File: src/design/gpdc_pkg.sv
// ----------------------------------------------------------------------------
// gpdc_pkg: shared types, tables and helpers for the date converter
// Holds the field widths, the operation and status codes, the calendar
// threshold tables and the small arithmetic helpers used by the datapath.
// ----------------------------------------------------------------------------
package gpdc_pkg;

	localparam int YEAR_W  = 12;
	localparam int MONTH_W = 4;
	localparam int DAY_W   = 5;
	localparam int OYEAR_W = 13;
	localparam int DOY_W   = 9;
	localparam int SECT_W  = 4;
	localparam int HY_W    = 7;

	// Operation and status codes
	localparam logic OP_G2P     = 1'b0;
	localparam logic OP_P2G     = 1'b1;
	localparam logic STATUS_OK  = 1'b0;
	localparam logic STATUS_BAD = 1'b1;

	localparam int NUM_MONTHS = 12;
	localparam int CENTURY    = 100;
	localparam int QUAD_CENT  = 400;

	// Year offsets and bases
	localparam int YEAR_OFS_EARLY = 622;
	localparam int YEAR_OFS_LATE  = 621;
	localparam int GREG_BASE      = 2000;
	localparam int P2G_STEP_EARLY = 21;
	localparam int P2G_STEP_LATE  = 22;

	// Last section that still belongs to the earlier year
	localparam int G2P_LAST_EARLY = 2;
	localparam int P2G_LAST_EARLY = 9;

	// Day offsets used when the day of year falls in the first section
	localparam int G2P_FIRST_OFS = 30;
	localparam int P2G_FIRST_OFS = 31;

	localparam int P_LAST_LONG   = 346;
	localparam int P_ESFAND_LONG = 30;

	// Reciprocal of 100 for 12-bit years: floor(y*41/4096) is y/100 or one more
	localparam int RECIP_100   = 41;
	localparam int RECIP_SHIFT = 12;
	localparam int RECIP_Q_W   = 6;
	localparam int RECIP_P_W   = YEAR_W + RECIP_Q_W;

	typedef logic [DOY_W-1:0]   doy_t;
	typedef logic [MONTH_W-1:0] month_t;
	typedef logic [DAY_W-1:0]   day_t;
	typedef logic [SECT_W-1:0]  sect_t;
	typedef doy_t   len_tab_t [NUM_MONTHS];
	typedef month_t mon_tab_t [NUM_MONTHS+1];
	typedef day_t   mlen_tab_t [NUM_MONTHS];

	localparam len_tab_t G2P_LEN = '{9'd20, 9'd50, 9'd79, 9'd110, 9'd141, 9'd172,
		9'd203, 9'd234, 9'd265, 9'd295, 9'd325, 9'd355};
	localparam len_tab_t P2G_LEN = '{9'd11, 9'd41, 9'd72, 9'd102, 9'd133, 9'd164,
		9'd194, 9'd225, 9'd255, 9'd286, 9'd317, 9'd345};
	localparam mon_tab_t G2P_MON = '{4'd10, 4'd11, 4'd12, 4'd1, 4'd2, 4'd3, 4'd4,
		4'd5, 4'd6, 4'd7, 4'd8, 4'd9, 4'd10};
	localparam mon_tab_t P2G_MON = '{4'd3, 4'd4, 4'd5, 4'd6, 4'd7, 4'd8, 4'd9,
		4'd10, 4'd11, 4'd12, 4'd1, 4'd2, 4'd3};
	localparam mlen_tab_t P_MLEN = '{5'd31, 5'd31, 5'd31, 5'd31, 5'd31, 5'd31,
		5'd30, 5'd30, 5'd30, 5'd30, 5'd30, 5'd29};
	localparam mlen_tab_t G_MLEN = '{5'd31, 5'd28, 5'd31, 5'd30, 5'd31, 5'd30,
		5'd31, 5'd31, 5'd30, 5'd31, 5'd30, 5'd31};
	// Days before the first of each month (common year / Persian year)
	localparam len_tab_t G_CUM = '{9'd0, 9'd31, 9'd59, 9'd90, 9'd120, 9'd151,
		9'd181, 9'd212, 9'd243, 9'd273, 9'd304, 9'd334};
	localparam len_tab_t P_CUM = '{9'd0, 9'd31, 9'd62, 9'd93, 9'd124, 9'd155,
		9'd186, 9'd216, 9'd246, 9'd276, 9'd306, 9'd336};

	localparam month_t MONTH_FEB = 4'd2;
	localparam month_t MONTH_DEC = 4'd12;

	typedef struct packed {
		logic                operation;
		logic [YEAR_W-1:0]   in_year;
		month_t              in_month;
		day_t                in_day;
	} date_req_t;

	typedef struct packed {
		logic signed [OYEAR_W-1:0] out_year;
		month_t                    out_month;
		day_t                      out_day;
		logic                      status;
	} date_rsp_t;

	// Multiple of 100: one compare per century in the year range
	function automatic logic is_century(input logic [YEAR_W-1:0] year);
		logic hit;
		hit = 1'b0;
		for (int k = 0; k <= ((1 << YEAR_W) - 1) / CENTURY; k++) begin
			if (year == YEAR_W'(k * CENTURY)) hit = 1'b1;
		end
		return hit;
	endfunction

	function automatic logic is_quad_century(input logic [YEAR_W-1:0] year);
		logic hit;
		hit = 1'b0;
		for (int k = 0; k <= ((1 << YEAR_W) - 1) / QUAD_CENT; k++) begin
			if (year == YEAR_W'(k * QUAD_CENT)) hit = 1'b1;
		end
		return hit;
	endfunction

	// year mod 100 by reciprocal multiply and a single correction
	function automatic logic [HY_W-1:0] year_mod100(input logic [YEAR_W-1:0] year);
		logic [RECIP_P_W-1:0] prod;
		logic [RECIP_Q_W-1:0] q;
		logic [YEAR_W:0]      p;
		logic [YEAR_W:0]      r;
		prod = RECIP_P_W'(year) * RECIP_P_W'(RECIP_100);
		q    = prod[RECIP_SHIFT +: RECIP_Q_W];
		p    = (YEAR_W+1)'(q) * (YEAR_W+1)'(CENTURY);
		if (p > (YEAR_W+1)'(year)) p = p - (YEAR_W+1)'(CENTURY);
		r = (YEAR_W+1)'(year) - p;
		return r[HY_W-1:0];
	endfunction

	// Index of the first threshold not below doy; NUM_MONTHS when past all
	function automatic sect_t find_section(input doy_t doy, input len_tab_t tab);
		sect_t s;
		s = SECT_W'(NUM_MONTHS);
		for (int i = NUM_MONTHS - 1; i >= 0; i--) begin
			if (doy <= tab[i]) s = SECT_W'(i);
		end
		return s;
	endfunction

endpackage

File: src/design/gpdc_req_if.sv
// ----------------------------------------------------------------------------
// gpdc_req_if: request channel of the date converter
// Valid/ready channel carrying one date and the conversion direction.
// ----------------------------------------------------------------------------
interface gpdc_req_if import gpdc_pkg::*; ();
	logic              valid;
	logic              ready;
	logic              operation;
	logic [YEAR_W-1:0] in_year;
	month_t            in_month;
	day_t              in_day;

	modport source (output valid, output operation, output in_year, output in_month,
		output in_day, input ready);
	modport sink (input valid, input operation, input in_year, input in_month,
		input in_day, output ready);
endinterface

File: src/design/gpdc_rsp_if.sv
// ----------------------------------------------------------------------------
// gpdc_rsp_if: result channel of the date converter
// Valid/ready channel carrying one converted date and its status.
// ----------------------------------------------------------------------------
interface gpdc_rsp_if import gpdc_pkg::*; ();
	logic                      valid;
	logic                      ready;
	logic signed [OYEAR_W-1:0] out_year;
	month_t                    out_month;
	day_t                      out_day;
	logic                      status;

	modport source (output valid, output out_year, output out_month, output out_day,
		output status, input ready);
	modport sink (input valid, input out_year, input out_month, input out_day,
		input status, output ready);
endinterface

File: src/design/gregorian_persian_date_convert_top.sv
// ----------------------------------------------------------------------------
// gregorian_persian_date_convert_top: Gregorian / Persian date converter
// Converts one date per item in either direction, flagging bad dates.
// ----------------------------------------------------------------------------
// Usage:
//   date_req  (sink)   : operation selects the direction (OP_G2P / OP_P2G),
//                        in_year / in_month / in_day give the source date.
//   date_rsp  (source) : out_year / out_month / out_day and status. A bad
//                        month or day gives STATUS_BAD with the input echoed.
//   An item moves on a rising clk edge with valid and ready both high.
// Path: the item is held in the input register (_s1), the conversion runs
//   combinationally, and the result is captured in the output register
//   (_s2), which drives date_rsp.valid.
// Throughput: one item per cycle while date_rsp is taken, set by the
//   single-pass conversion logic between the two registers.
// Stall: while date_rsp is not taken, the output register holds its item and
//   the input register can still take one more item, so up to two items wait
//   inside the block before date_req.ready drops.
// Reset: arst_n low clears both valid flags at once; no item is in flight.
// ----------------------------------------------------------------------------
module gregorian_persian_date_convert_top import gpdc_pkg::*; (
	input  logic        clk,
	input  logic        arst_n,
	gpdc_req_if.sink    date_req,
	gpdc_rsp_if.source  date_rsp
);

	// Pipeline registers
	date_req_t req_s1;
	logic      vld_s1;
	date_rsp_t rsp_s2;
	logic      vld_s2;
	logic      adv;

	// Shared decode
	logic              month_ok;
	month_t            m_idx;
	logic [YEAR_W-1:0] year;
	day_t              day;

	// Gregorian to Persian
	logic         leap;
	day_t         g_mlen;
	logic         g_day_ok;
	doy_t         g_doy;
	len_tab_t     g_len;
	sect_t        g_sect;
	logic [DOY_W:0] g_rd;
	logic [OYEAR_W-1:0] g_year;

	// Persian to Gregorian
	logic [HY_W-1:0] hy;
	logic            pre;
	day_t            p_mlen;
	logic            p_day_ok;
	doy_t            p_doy;
	len_tab_t        p_len;
	sect_t           p_sect;
	logic [DOY_W:0]  p_rd;
	logic [HY_W:0]   p_y2;
	logic [HY_W:0]   p_hy2;
	logic [OYEAR_W-1:0] p_year;

	date_rsp_t rsp_d;

	// Advance the output stage when it is empty or being taken
	assign adv           = !vld_s2 || date_rsp.ready;
	assign date_req.ready = !vld_s1 || adv;

	always_ff @(posedge clk or negedge arst_n) begin
		if (!arst_n) begin
			vld_s1 <= 1'b0;
		end else if (date_req.ready) begin
			vld_s1 <= date_req.valid;
		end
	end

	always_ff @(posedge clk) begin
		if (date_req.ready && date_req.valid) begin
			req_s1.operation <= date_req.operation;
			req_s1.in_year   <= date_req.in_year;
			req_s1.in_month  <= date_req.in_month;
			req_s1.in_day    <= date_req.in_day;
		end
	end

	always_ff @(posedge clk or negedge arst_n) begin
		if (!arst_n) begin
			vld_s2 <= 1'b0;
		end else if (adv) begin
			vld_s2 <= vld_s1;
		end
	end

	always_ff @(posedge clk) begin
		if (adv && vld_s1) begin
			rsp_s2 <= rsp_d;
		end
	end

	// Shared decode of the held item
	assign year     = req_s1.in_year;
	assign day      = req_s1.in_day;
	assign month_ok = (req_s1.in_month >= 4'd1) && (req_s1.in_month <= MONTH_W'(NUM_MONTHS));
	assign m_idx    = month_ok ? (req_s1.in_month - 4'd1) : '0;

	// Gregorian to Persian: day of year, then threshold search
	assign leap = ((year[1:0] == 2'b00) && !is_century(year)) || is_quad_century(year);

	always_comb begin
		g_mlen = G_MLEN[m_idx];
		if (leap && (req_s1.in_month == MONTH_FEB)) g_mlen = g_mlen + 5'd1;
	end

	assign g_day_ok = (day != '0) && (day <= g_mlen);
	assign g_doy    = G_CUM[m_idx] + DOY_W'(day)
		+ DOY_W'(leap && (req_s1.in_month > MONTH_FEB));

	// Year just after a multiple of four: first two thresholds drop by one
	always_comb begin
		g_len = G2P_LEN;
		if (year[1:0] == 2'b01) begin
			g_len[0] = G2P_LEN[0] - 9'd1;
			g_len[1] = G2P_LEN[1] - 9'd1;
		end
	end

	assign g_sect = find_section(g_doy, g_len);

	always_comb begin
		if (g_sect == '0) begin
			g_rd = (DOY_W+1)'(g_doy) + (DOY_W+1)'(G2P_FIRST_OFS) - (DOY_W+1)'(g_len[0]);
		end else begin
			g_rd = (DOY_W+1)'(g_doy) - (DOY_W+1)'(g_len[g_sect - 4'd1]);
		end
	end

	assign g_year = {1'b0, year} - ((g_sect <= SECT_W'(G2P_LAST_EARLY)) ?
		OYEAR_W'(YEAR_OFS_EARLY) : OYEAR_W'(YEAR_OFS_LATE));

	// Persian to Gregorian: year within the century picks the table variant
	assign hy  = year_mod100(year);
	assign pre = (hy[1:0] == 2'b11);

	// Last month is long in the leap slot and also accepts day 30 just before it
	always_comb begin
		p_mlen = P_MLEN[m_idx];
		if ((req_s1.in_month == MONTH_DEC) && ((hy[1:0] == 2'b00) || pre)) begin
			p_mlen = DAY_W'(P_ESFAND_LONG);
		end
	end

	assign p_day_ok = (day != '0) && (day <= p_mlen);
	assign p_doy    = P_CUM[m_idx] + DOY_W'(day);

	always_comb begin
		for (int i = 0; i < NUM_MONTHS; i++) begin
			p_len[i] = P2G_LEN[i] + DOY_W'(pre);
		end
		if (hy[1:0] == 2'b10) p_len[NUM_MONTHS-1] = DOY_W'(P_LAST_LONG);
	end

	assign p_sect = find_section(p_doy, p_len);

	always_comb begin
		if (p_sect == '0) begin
			p_rd = (DOY_W+1)'(p_doy) + (DOY_W+1)'(P2G_FIRST_OFS) - (DOY_W+1)'(p_len[0]);
		end else begin
			p_rd = (DOY_W+1)'(p_doy) - (DOY_W+1)'(p_len[p_sect - 4'd1]);
		end
	end

	// Wrap the two-digit year within the century
	assign p_y2  = (HY_W+1)'(hy) + ((p_sect <= SECT_W'(P2G_LAST_EARLY)) ?
		(HY_W+1)'(P2G_STEP_EARLY) : (HY_W+1)'(P2G_STEP_LATE));
	assign p_hy2 = (p_y2 >= (HY_W+1)'(CENTURY)) ? (p_y2 - (HY_W+1)'(CENTURY)) : p_y2;
	assign p_year = OYEAR_W'(p_hy2) + OYEAR_W'(GREG_BASE);

	// Select direction, or echo the input on a bad date
	always_comb begin
		rsp_d.out_year  = $signed({1'b0, year});
		rsp_d.out_month = req_s1.in_month;
		rsp_d.out_day   = day;
		rsp_d.status    = STATUS_BAD;
		if (month_ok) begin
			unique case (req_s1.operation)
				OP_G2P: begin
					if (g_day_ok) begin
						rsp_d.out_year  = $signed(g_year);
						rsp_d.out_month = G2P_MON[g_sect];
						rsp_d.out_day   = g_rd[DAY_W-1:0];
						rsp_d.status    = STATUS_OK;
					end
				end
				OP_P2G: begin
					if (p_day_ok) begin
						rsp_d.out_year  = $signed(p_year);
						rsp_d.out_month = P2G_MON[p_sect];
						rsp_d.out_day   = p_rd[DAY_W-1:0];
						rsp_d.status    = STATUS_OK;
					end
				end
				default: begin
					rsp_d.status = STATUS_BAD;
				end
			endcase
		end
	end

	assign date_rsp.valid     = vld_s2;
	assign date_rsp.out_year  = rsp_s2.out_year;
	assign date_rsp.out_month = rsp_s2.out_month;
	assign date_rsp.out_day   = rsp_s2.out_day;
	assign date_rsp.status    = rsp_s2.status;

	// A converted item always carries a real month
	a_ok_month: assert property (@(posedge clk) disable iff (!arst_n)
		(vld_s2 && (rsp_s2.status == STATUS_OK)) |->
		((rsp_s2.out_month >= 4'd1) && (rsp_s2.out_month <= MONTH_W'(NUM_MONTHS))))
		else $error("converted item with month out of range");

	// A converted item never has day zero
	a_ok_day: assert property (@(posedge clk) disable iff (!arst_n)
		(vld_s2 && (rsp_s2.status == STATUS_OK)) |-> (rsp_s2.out_day != '0))
		else $error("converted item with day zero");

	// A held item in the input register is not lost while the output stalls
	a_s1_hold: assert property (@(posedge clk) disable iff (!arst_n)
		(vld_s1 && !adv) |=> (vld_s1 && $stable(req_s1)))
		else $error("input register dropped a stalled item");

	// An echoed item carries a nonnegative year
	a_echo_year: assert property (@(posedge clk) disable iff (!arst_n)
		(vld_s2 && (rsp_s2.status == STATUS_BAD)) |-> !rsp_s2.out_year[OYEAR_W-1])
		else $error("echoed item with negative year");

endmodule
File: src/flat_wrapper.sv
// flat-port wrapper written by rule: the top's interface ports become plain ports
module gregorian_persian_date_convert_top_flat import gpdc_pkg::*;
  (clk, arst_n, date_req_valid, date_req_operation, date_req_in_year, date_req_in_month, date_req_in_day, date_req_ready, date_rsp_valid, date_rsp_out_year, date_rsp_out_month, date_rsp_out_day, date_rsp_status, date_rsp_ready);
  gpdc_req_if date_req_i ();
  gpdc_rsp_if date_rsp_i ();
  input  logic clk;
  input  logic arst_n;
  input wire logic [$bits(date_req_i.valid)-1:0] date_req_valid;
  input wire logic [$bits(date_req_i.operation)-1:0] date_req_operation;
  input wire logic [$bits(date_req_i.in_year)-1:0] date_req_in_year;
  input wire logic [$bits(date_req_i.in_month)-1:0] date_req_in_month;
  input wire logic [$bits(date_req_i.in_day)-1:0] date_req_in_day;
  output wire logic [$bits(date_req_i.ready)-1:0] date_req_ready;
  output wire logic [$bits(date_rsp_i.valid)-1:0] date_rsp_valid;
  output wire logic [$bits(date_rsp_i.out_year)-1:0] date_rsp_out_year;
  output wire logic [$bits(date_rsp_i.out_month)-1:0] date_rsp_out_month;
  output wire logic [$bits(date_rsp_i.out_day)-1:0] date_rsp_out_day;
  output wire logic [$bits(date_rsp_i.status)-1:0] date_rsp_status;
  input wire logic [$bits(date_rsp_i.ready)-1:0] date_rsp_ready;
  assign date_req_i.valid = date_req_valid;
  assign date_req_i.operation = date_req_operation;
  assign date_req_i.in_year = date_req_in_year;
  assign date_req_i.in_month = date_req_in_month;
  assign date_req_i.in_day = date_req_in_day;
  assign date_req_ready = date_req_i.ready;
  assign date_rsp_valid = date_rsp_i.valid;
  assign date_rsp_out_year = date_rsp_i.out_year;
  assign date_rsp_out_month = date_rsp_i.out_month;
  assign date_rsp_out_day = date_rsp_i.out_day;
  assign date_rsp_status = date_rsp_i.status;
  assign date_rsp_i.ready = date_rsp_ready;
  gregorian_persian_date_convert_top u_core (.clk(clk), .arst_n(arst_n), .date_req(date_req_i), .date_rsp(date_rsp_i));
endmodule
File: config.mk
export PLATFORM = sky130hd
export DESIGN_NAME = gregorian_persian_date_convert_top_flat
export DESIGN_NICKNAME = d
export VERILOG_FILES = /design/src/design/gpdc_pkg.sv /design/src/design/gpdc_req_if.sv /design/src/design/gpdc_rsp_if.sv /design/src/design/gregorian_persian_date_convert_top.sv /design/src/flat_wrapper.sv
export SDC_FILE = /design/constraint.sdc
export NUM_CORES = 1
export LEC_CHECK = 0
export ABC_CLOCK_PERIOD_IN_PS = 11800
export BUFFER_PORTS_ARGS = -buffer_cell sky130_fd_sc_hd__buf_2
export CAP_MARGIN = 10
export CORE_MARGIN = 2
export CORE_UTILIZATION = 45
export DETAILED_ROUTE_END_ITERATION = 10
export SLEW_MARGIN = 0
export SYNTH_ARGS = -nofsm -noshare
export SYNTH_HDL_FRONTEND = slang
export SYNTH_SLANG_ARGS = --single-unit
File: constraint.sdc
create_clock -name clk -period 11.8 [get_ports clk]
set_input_delay 0.59 -clock clk [delete_from_list [all_inputs] [get_ports clk]]
set_output_delay 0.59 -clock clk [all_outputs]
set_load 0.1 [all_outputs]
# ---- Word-level counts from Yosys, hierarchy flattened
# Memory sizes are Yosys's and may differ from the RTL's.
# Cells that the tools add are included.
dict set report totals {
  ff_bits 47
  rom_bits 576
  input_bits 26
  output_inout_bits 25
  wordCells 269
  memories 6
}
# memory words width rd rd_clocked_by_memory_dff write_ports line
set mem_list {}
lappend mem_list {{(name not given)} 16 9 1 0 0 gregorian_persian_date_convert_top.sv:116} ;# assign g_doy = G_CUM[m_idx] + DOY_W'(day)
lappend mem_list {{(name not given)} 16 9 1 0 0 gregorian_persian_date_convert_top.sv:154} ;# assign p_doy = P_CUM[m_idx] + DOY_W'(day);
lappend mem_list {{(name not given)} 16 5 1 0 0 gregorian_persian_date_convert_top.sv:111} ;# g_mlen = G_MLEN[m_idx];
lappend mem_list {{(name not given)} 16 5 1 0 0 gregorian_persian_date_convert_top.sv:147} ;# p_mlen = P_MLEN[m_idx];
lappend mem_list {{(name not given)} 16 4 1 0 0 gregorian_persian_date_convert_top.sv:190} ;# rsp_d.out_month = G2P_MON[g_sect];
lappend mem_list {{(name not given)} 16 4 1 0 0 gregorian_persian_date_convert_top.sv:198} ;# rsp_d.out_month = P2G_MON[p_sect];
dict set report op_classes {
  add_sub_neg 31
  mul 2
  order_cmp 38
  eq_ne 45
  n_mux 108
  n_bitwise 6
  reduce_logical 22
}
# operator count
set ops {}
lappend ops {{12-bit equality test (second input constant)} 20}
lappend ops {{12-bit by 11-bit equality test with 1-bit output (second input constant)} 10}
lappend ops {{4-bit two-way mux} 21}
lappend ops {{9-bit less-or-equal comparator} 9}
lappend ops {{9-bit binary-select mux with 4-bit select} 2}
lappend ops {{12-bit by 10-bit equality test with 1-bit output (second input constant)} 5}
lappend ops {{5-bit two-way mux} 12}
lappend ops {{1-bit two-way mux} 51}
lappend ops {{23-bit one-hot mux with 2 select lines} 1}
lappend ops {{8-bit by 1-bit adder with 9-bit output (first input constant)} 5}
lappend ops {{9-bit two-way mux} 5}
lappend ops {{22-bit two-way mux} 2}
lappend ops {{12-bit by 9-bit equality test with 1-bit output (second input constant)} 3}
lappend ops {{9-bit by 8-bit less-or-equal comparator with 1-bit output (second input constant)} 4}
lappend ops {{9-bit less-or-equal comparator (second input constant)} 4}
lappend ops {{9-bit by 1-bit adder with 9-bit output (first input constant)} 3}
lappend ops {{5-bit greater-or-equal comparator (second input constant)} 5}
lappend ops {{4-bit NOT with 5-bit output} 5}
lappend ops {{3-bit two-way mux} 8}
lappend ops {{23-bit two-way mux} 1}
lappend ops {{5-bit subtractor} 4}
lappend ops {{9-bit by 5-bit adder with 9-bit output} 2}
lappend ops {{9-bit by 5-bit less-or-equal comparator with 1-bit output} 2}
lappend ops {{9-bit by 7-bit less-or-equal comparator with 1-bit output (second input constant)} 2}
lappend ops {{42 further kinds} 66}

# ---- Depth between registers and ports, before layout
# Gate-level depths: netlist (run 1).
dict set report logic_depth {
  ltp_word 70
  mapped_depth 51
}

# ---- Worst setup path after synthesis (run 1)
# No wires, ideal clock.
dict set report synth_timing {
  path_kind {reg2reg}
  start {reg u_core.req_s1 (netlist bit u_core.year[1])}
  end {reg u_core.rsp_s2 (netlist bit u_core.date_rsp.out_year[5]), data pin}
  setup_ns 0.281
  arrival_time_ns 9.261
  slack_ns 2.257
  path_stages_with_launch 47
  n_path_buf 0
  path_cell_list {edfxtp_1 ha_1 inv_1 fa_1 inv_1 ha_1 ha_1 nand4_1 nor2_1 o21a_1 o21ai_0 a21oi_1 a21oi_1 nor2b_1 o31ai_1 inv_1 ha_1 ha_1 [... 11 more ...] xnor2_1 ha_1 fa_1 xor2_1 inv_1 ha_1 nand2b_1 a31oi_1 nor2_1 a21boi_0 mux2i_1 nor2b_1 o32ai_1 ha_1 inv_1 o22ai_1 nand2_1 o311ai_0}
}
# element line
set synth_rtl {}
lappend synth_rtl {{start: declaration} gregorian_persian_date_convert_top.sv:29} ;# date_req_t req_s1;
lappend synth_rtl {{end signal: assignment} gregorian_persian_date_convert_top.sv:97} ;# rsp_s2 <= rsp_d;
lappend synth_rtl {{end: declaration} gregorian_persian_date_convert_top.sv:31} ;# date_rsp_t rsp_s2;

==> results.toml, run 1 <==
[clock_tree]
worstSkewPairLatency_ns = 0.30
cts_max_path_buffers = 2
cts_sinks = 47
cts_resized = 0
clk_pin_slew_ns = 0.07
h-tree-depth = 2
cts_hold_buf = 0
cts_tree = "built"
clock-root-buffer = "clkbuf_16"
postCtsSetupBuffers = 0
cts_made_buffers = 5

[placement]
dp_slack_ns = 0.926
port_buffers = 50
dp_hpwl_mm = 21.4
gp_congestion = 0.914

[timing]
finalSetupTns_ns = 0
max-slew-margin-rel_pct = 34.7
hold_viol = 0
finalCriticalPeriod_ns = 10.79
setup_violations = 0
max_freq_ghz = 0.0927
rsz0062_at_grt = "false"
min_period_over_period_pct = 91.4
worst_slack_ns = 1.01
slew_violations = 0
clock_skew_ns = 0.0103
worst_pin_slew_ns = 0.979

[global_routing]
grt_pass1_vias = 8393
grtUsageTotal_pct = 25.7
antenna_found_initial = 0
grt_overflow = 0
grt_start_max_net_pins = 24
grt_pass1_wl_mm = 44.6

[die]
dieWidth_um = 146
fp.dieArea_um2 = 21400
die_h_um = 146
fp-row-count = 52
ios = 51
fp.coreArea_um2 = 20000
initial_core_util_pct = 45.5

[cells_and_area]
register_area_um2 = 1400
drive_gt1_share_pct = 8.49
fillCellCount = 2007
post-route-util_pct = 49.0
synthToLayoutAreaGrowth_pct = 7.69
diodes = 0
multiInputGateArea_um2 = 7140
finalNetCount = 1390

[route]
first_pass_iters = 6
vias = 8878
initialDrtViolationCount = 741
avgViaCountPerCell = 6.08
drt_wl_total_mm = 27.3
detail-route-antenna-nets = 0
wl_per_cell_um = 18.7
drc = 0

[synth]
syn_area_um2 = 9120
ys.flop_type = "edfxtp_1"
synth.distinct_cells = 89
synth_edf_count = 45
ys_async_sr_fraction_pct = 4.26
yosysWarnings = 0
ys_seq_area_share_pct = 15.4
synth_fp_nets = 1358
synth_cells = 1157
ys_seq_elements = 47
avgSynthCellArea_um2 = 7.89

[setup_path]
crit_fanout = 15
cp.required_ns = 11.82
endpoint_kind = "register"
cp_common_cell = "ha_1"
cp-start-kind = "register"
cpMaxStageDelayCell = "edfxtp_1"
max_stage_delay_ns = 0.69
r2r_slack_ns = 1.01
critical_path_arrival_ns = 10.81
crit_type = "register to register"

[status]
outcome = "completed"

[flow_run]
cap_violations = 0

[hold_path]
hold_class = "primary input to async pin"
==> layout by cell type, fill, tap and decap left out, types with 15 or more instances in the layout <==
cell      instances
a31oi_1          21
nor2b_1          20
inv_1           109
buf_2            50
a21o_1           26
xnor2_1          42
nand3_1          27
nor2_1          112
a21oi_1          91
nand2_1          80
ha_1            158
nor3_1           30
nand4_1          15
o21ai_0          62
fa_1             17
edfxtp_1         45
o31ai_1          15
==> path summary, 6_finish.rpt <==
check | from | to | depth (start not counted)
worst max-delay path | u_core.year[6]$_DFFE_PP_ | u_core.date_rsp.out_year[5]$_DFFE_PP_ | 45
worst min-delay path | arst_n | u_core.vld_s1$_DFFE_PN0N_ | 1
worst max register to register | u_core.year[6]$_DFFE_PP_ | u_core.date_rsp.out_year[5]$_DFFE_PP_ | 45
worst min register to register | u_core.vld_s1$_DFFE_PN0N_ | u_core.date_rsp.valid$_DFFE_PN0P_ | 1
max in group asynchronous | arst_n | u_core.date_rsp.valid$_DFFE_PN0P_ | 1
min in group clk | date_req_in_year[10] | u_core.year[10]$_DFFE_PP_ | 1
==> sequential cells by signal (all words and copies together) (netlist names) <==
signal and count:
u_core.day 5, u_core.date_rsp.status 1, u_core.date_rsp.out_day 5, u_core.date_rsp.out_year 13
u_core.date_rsp.valid 1, u_core.date_rsp.out_month 4, u_core.req_s1 5, u_core.vld_s1 1
u_core.year 12
==> metrics by stage <==
step / cells / hold slack (ns) / instance area, um^2
after floorplan: 1157 / 0.294 / 9120
after detailed placement: 1452 / 0.380 / 9630
after global placement: 1452 / 0.383 / 9630
final: 1460 / 0.0697 / 9830
after CTS: 1460 / 0.0594 / 9820
after global routing: 1460 / 0.0605 / 9830
==> layer usage <==
metal / track usage (%) / part of all wire, % / vias up
met4: 6.02 / 1.6 / 0
li1: - / - / 4338
met1: 37.8 / 48 / 4156
met2: 40.2 / 44 / 349
met3: 3.06 / 6.7 / 35
met5: 0 / 0 / -
==> kinds of logic (layout without fill, tap and decap cells) <==
group                    count (synthesis)  in the layout  synth area share [%]
XOR/XNOR                                51             51                  4.98
multiplexers                            15             15                  1.74
adder cells (fa/ha/maj)                175            175                  25.4
flip-flops                              47             47                  15.4
buffers and inverters                  149            182                  6.42
AO/OA/AOI/OAI                          357            357                  26.5
AND/OR/NAND/NOR                        363            363                  19.6
==> final cells by class <==
| type | instances | share of cell area (%) |
|---|---|---|
| flip-flops and latches | 47 | 14.3 |
| repair buffers | 60 | 3.31 |
| well taps | 270 | 3.44 |
| inverters | 114 | 4.36 |
| clock buffers | 6 | 1.31 |
| multi-input cells | 961 | 72.7 |
| clock inverters | 2 | 0.611 |
==> synthesized netlist by cell type, types with 9 or more instances <==
master / count / area share (%)
a31oi_1: 21 / 1.4
nor4_1: 14 / 0.96
o21ai_0: 62 / 3.4
ha_1: 158 / 22
o31ai_1: 15 / 1.2
mux2i_1: 11 / 1.2
o22ai_1: 12 / 0.82
and3_1: 9 / 0.62
a211oi_1: 14 / 1.2
nand2b_1: 13 / 0.89
nor2b_1: 20 / 1.4
nand2_1: 80 / 3.3
a21oi_1: 91 / 5.0
edfxtp_1: 45 / 15
nor3_1: 30 / 1.6
nand3_1: 27 / 1.5
a21o_1: 26 / 2.1
inv_1: 109 / 4.5
o211ai_1: 9 / 0.74
and2_1: 9 / 0.62
nand4_1: 15 / 1.0
clkbuf_1: 25 / 1.0
xnor2_1: 42 / 4.0
o21a_1: 11 / 0.91
fa_1: 17 / 3.7
nor2_1: 112 / 4.6
==> worst max-delay path, delay by kind of cell, from the launching register on <==
kind / cells / cell delay [ns]
and+or+nand+nor: 9 / 0.91
muxes: 1 / 0.39
adders and majority gates: 12 / 4.18
DFF: 1 / 0.69
xor gates and xnor gates: 3 / 0.62
AOI/OAI and AO/OA: 14 / 2.72
buffers and inverters: 6 / 0.95
Power of run 1 is left out: the tool's default activity adds up to more than one toggle a clock period on the data nets, which glitch-free logic cannot reach.
==> run 2, diff against run 1 <==
Settings changed: ABC_CLOCK_PERIOD_IN_PS 11800 to 12600, SKIP_CTS_REPAIR_TIMING set to 1.
Clock period 11.8 ns to 12.6 ns, I/O delays scaled along.
==> results.toml, run 2 (synthesized netlist as in run 1, its figures left out) <==
[timing]
finalCriticalPeriod_ns = 11.17
clock_skew_ns = 0.0116
slew_violations = 0
min_period_over_period_pct = 88.6
finalSetupTns_ns = 0
rsz0062_at_grt = "false"
max_freq_ghz = 0.0895
max-slew-margin-rel_pct = 30.7
setup_violations = 0
worst_pin_slew_ns = 1.04
hold_viol = 0

[flow_run]
cap_violations = 0

[setup_path]
cpMaxStageDelayCell = "o41ai_1"
crit_fanout = 15
max_stage_delay_ns = 0.86
cp_common_cell = "ha_1"
cp.buffers_inverters = 6
crit_type = "register to register"
cp.required_ns = 12.62
cp-start-kind = "register"
endpoint_kind = "register"
critical_path.top_delay_family = "adder cells"
critical_path_arrival_ns = 11.19

[die]
fp.coreArea_um2 = 20000
die_h_um = 146
initial_core_util_pct = 45.5
fp.dieArea_um2 = 21400
ios = 51
fp-row-count = 52
dieWidth_um = 146

[global_routing]
grtUsageTotal_pct = 25.6
antenna_found_initial = 0
grt_pass1_wl_mm = 44.3
grt_start_max_net_pins = 24
grt_overflow = 0
grt_pass1_vias = 8341

[route]
initialDrtViolationCount = 772
vias = 8882
avgViaCountPerCell = 6.10
detail-route-antenna-nets = 0
wl_per_cell_um = 18.9
drt_wl_total_mm = 27.5
first_pass_iters = 6
drc = 0

[cells_and_area]
finalInstanceArea_um2 = 9760
largest_reg_flops = 13
layout_commonest_cell = "ha_1"
drive_gt1_share_pct = 8.09
most-common-layout-cells = "ha_1 (158), nor2_1 (112), inv_1 (109)"
synthToLayoutAreaGrowth_pct = 7.01
finalNetCount = 1386
diodes = 0

[placement]
dp_hpwl_mm = 21.7
gp_congestion = 0.938
port_buffers = 50
place_area_um2 = 9600

[clock_tree]
cts_tree = "built"
cts_max_path_buffers = 2
cts_made_buffers = 5
clk_pin_slew_ns = 0.07
clock-root-buffer = "clkbuf_16"
worstSkewPairLatency_ns = 0.31
cts_sinks = 47
h-tree-depth = 2

[status]
outcome = "completed"

[hold_path]
hold_class = "primary input to async pin"
[run 2: cell count changes in the layout (fill, tap and decap cells not counted)]
cell,change
clkinv_1,+1
clkinv_2,+1
o41ai_2,-1
o41ai_1,+1
clkbuf_1,-1
bufinv_16,-1
buf_4,-4
[run 2: path summary, 6_finish.rpt]
check,slack [ns],start,cells past startpoint,endpoint
worst max register to register,1.43,u_core.year[6]$_DFFE_PP_,44,u_core.date_rsp.out_year[5]$_DFFE_PP_
worst max-delay path,1.43,u_core.year[6]$_DFFE_PP_,44,u_core.date_rsp.out_year[5]$_DFFE_PP_
max in group asynchronous,12.40,arst_n,1,u_core.date_rsp.valid$_DFFE_PN0P_
worst min-delay path,0.10,arst_n,1,u_core.vld_s1$_DFFE_PN0N_
worst min register to register,0.48,u_core.vld_s1$_DFFE_PN0N_,1,u_core.date_rsp.valid$_DFFE_PN0P_
min in group clk,0.48,u_core.vld_s1$_DFFE_PN0N_,1,u_core.date_rsp.valid$_DFFE_PN0P_
[run 2: worst register-to-register path: cells and delay by family, from the launching register on]
kind,cells,cell delay [ns]
buf+inv,6,0.94
fa+ha+maj,11,4.06
simple gates,9,0.90
flops,1,0.69
mux,1,0.39
compound gates,15,3.42
xor+xnor,2,0.46
[run 2: stage by stage]
stage	std cells	hold WS (ns)	util (%)	setup WS, ns
after detailed placement	1448	0.420	47.9	1.68
final	1456	0.104	48.7	1.43
after CTS	1456	0.0992	48.7	1.54
after floorplan	1157	0.334	-	3.06
after global placement	1448	0.421	47.9	2.02
after global routing	1456	0.0991	48.7	0.467
[run 2: final cells by class]
class,instances,area (um^2)
clock inverter,3,38.8
multi-input combinational,961,7140
inverter,114,428
timing repair buffer,56,295
clock buffer,5,125
tap,270,338
sequential,47,1400
fill,2070,10300
[run 2: layer usage]
layer / share of wire (%) / vias to the layer above / GRT usage (%) / routed length (um)
met1: 47 / 4151 / 37.2 / 13000
met2: 44 / 360 / 41.0 / 12200
met5: 0 / - / 0 / 0
li1: - / 4319 / - / -
met3: 6.7 / 52 / 2.78 / 1850
met4: 1.7 / 0 / 5.49 / 454
Power of run 2 is left out for the same reason.
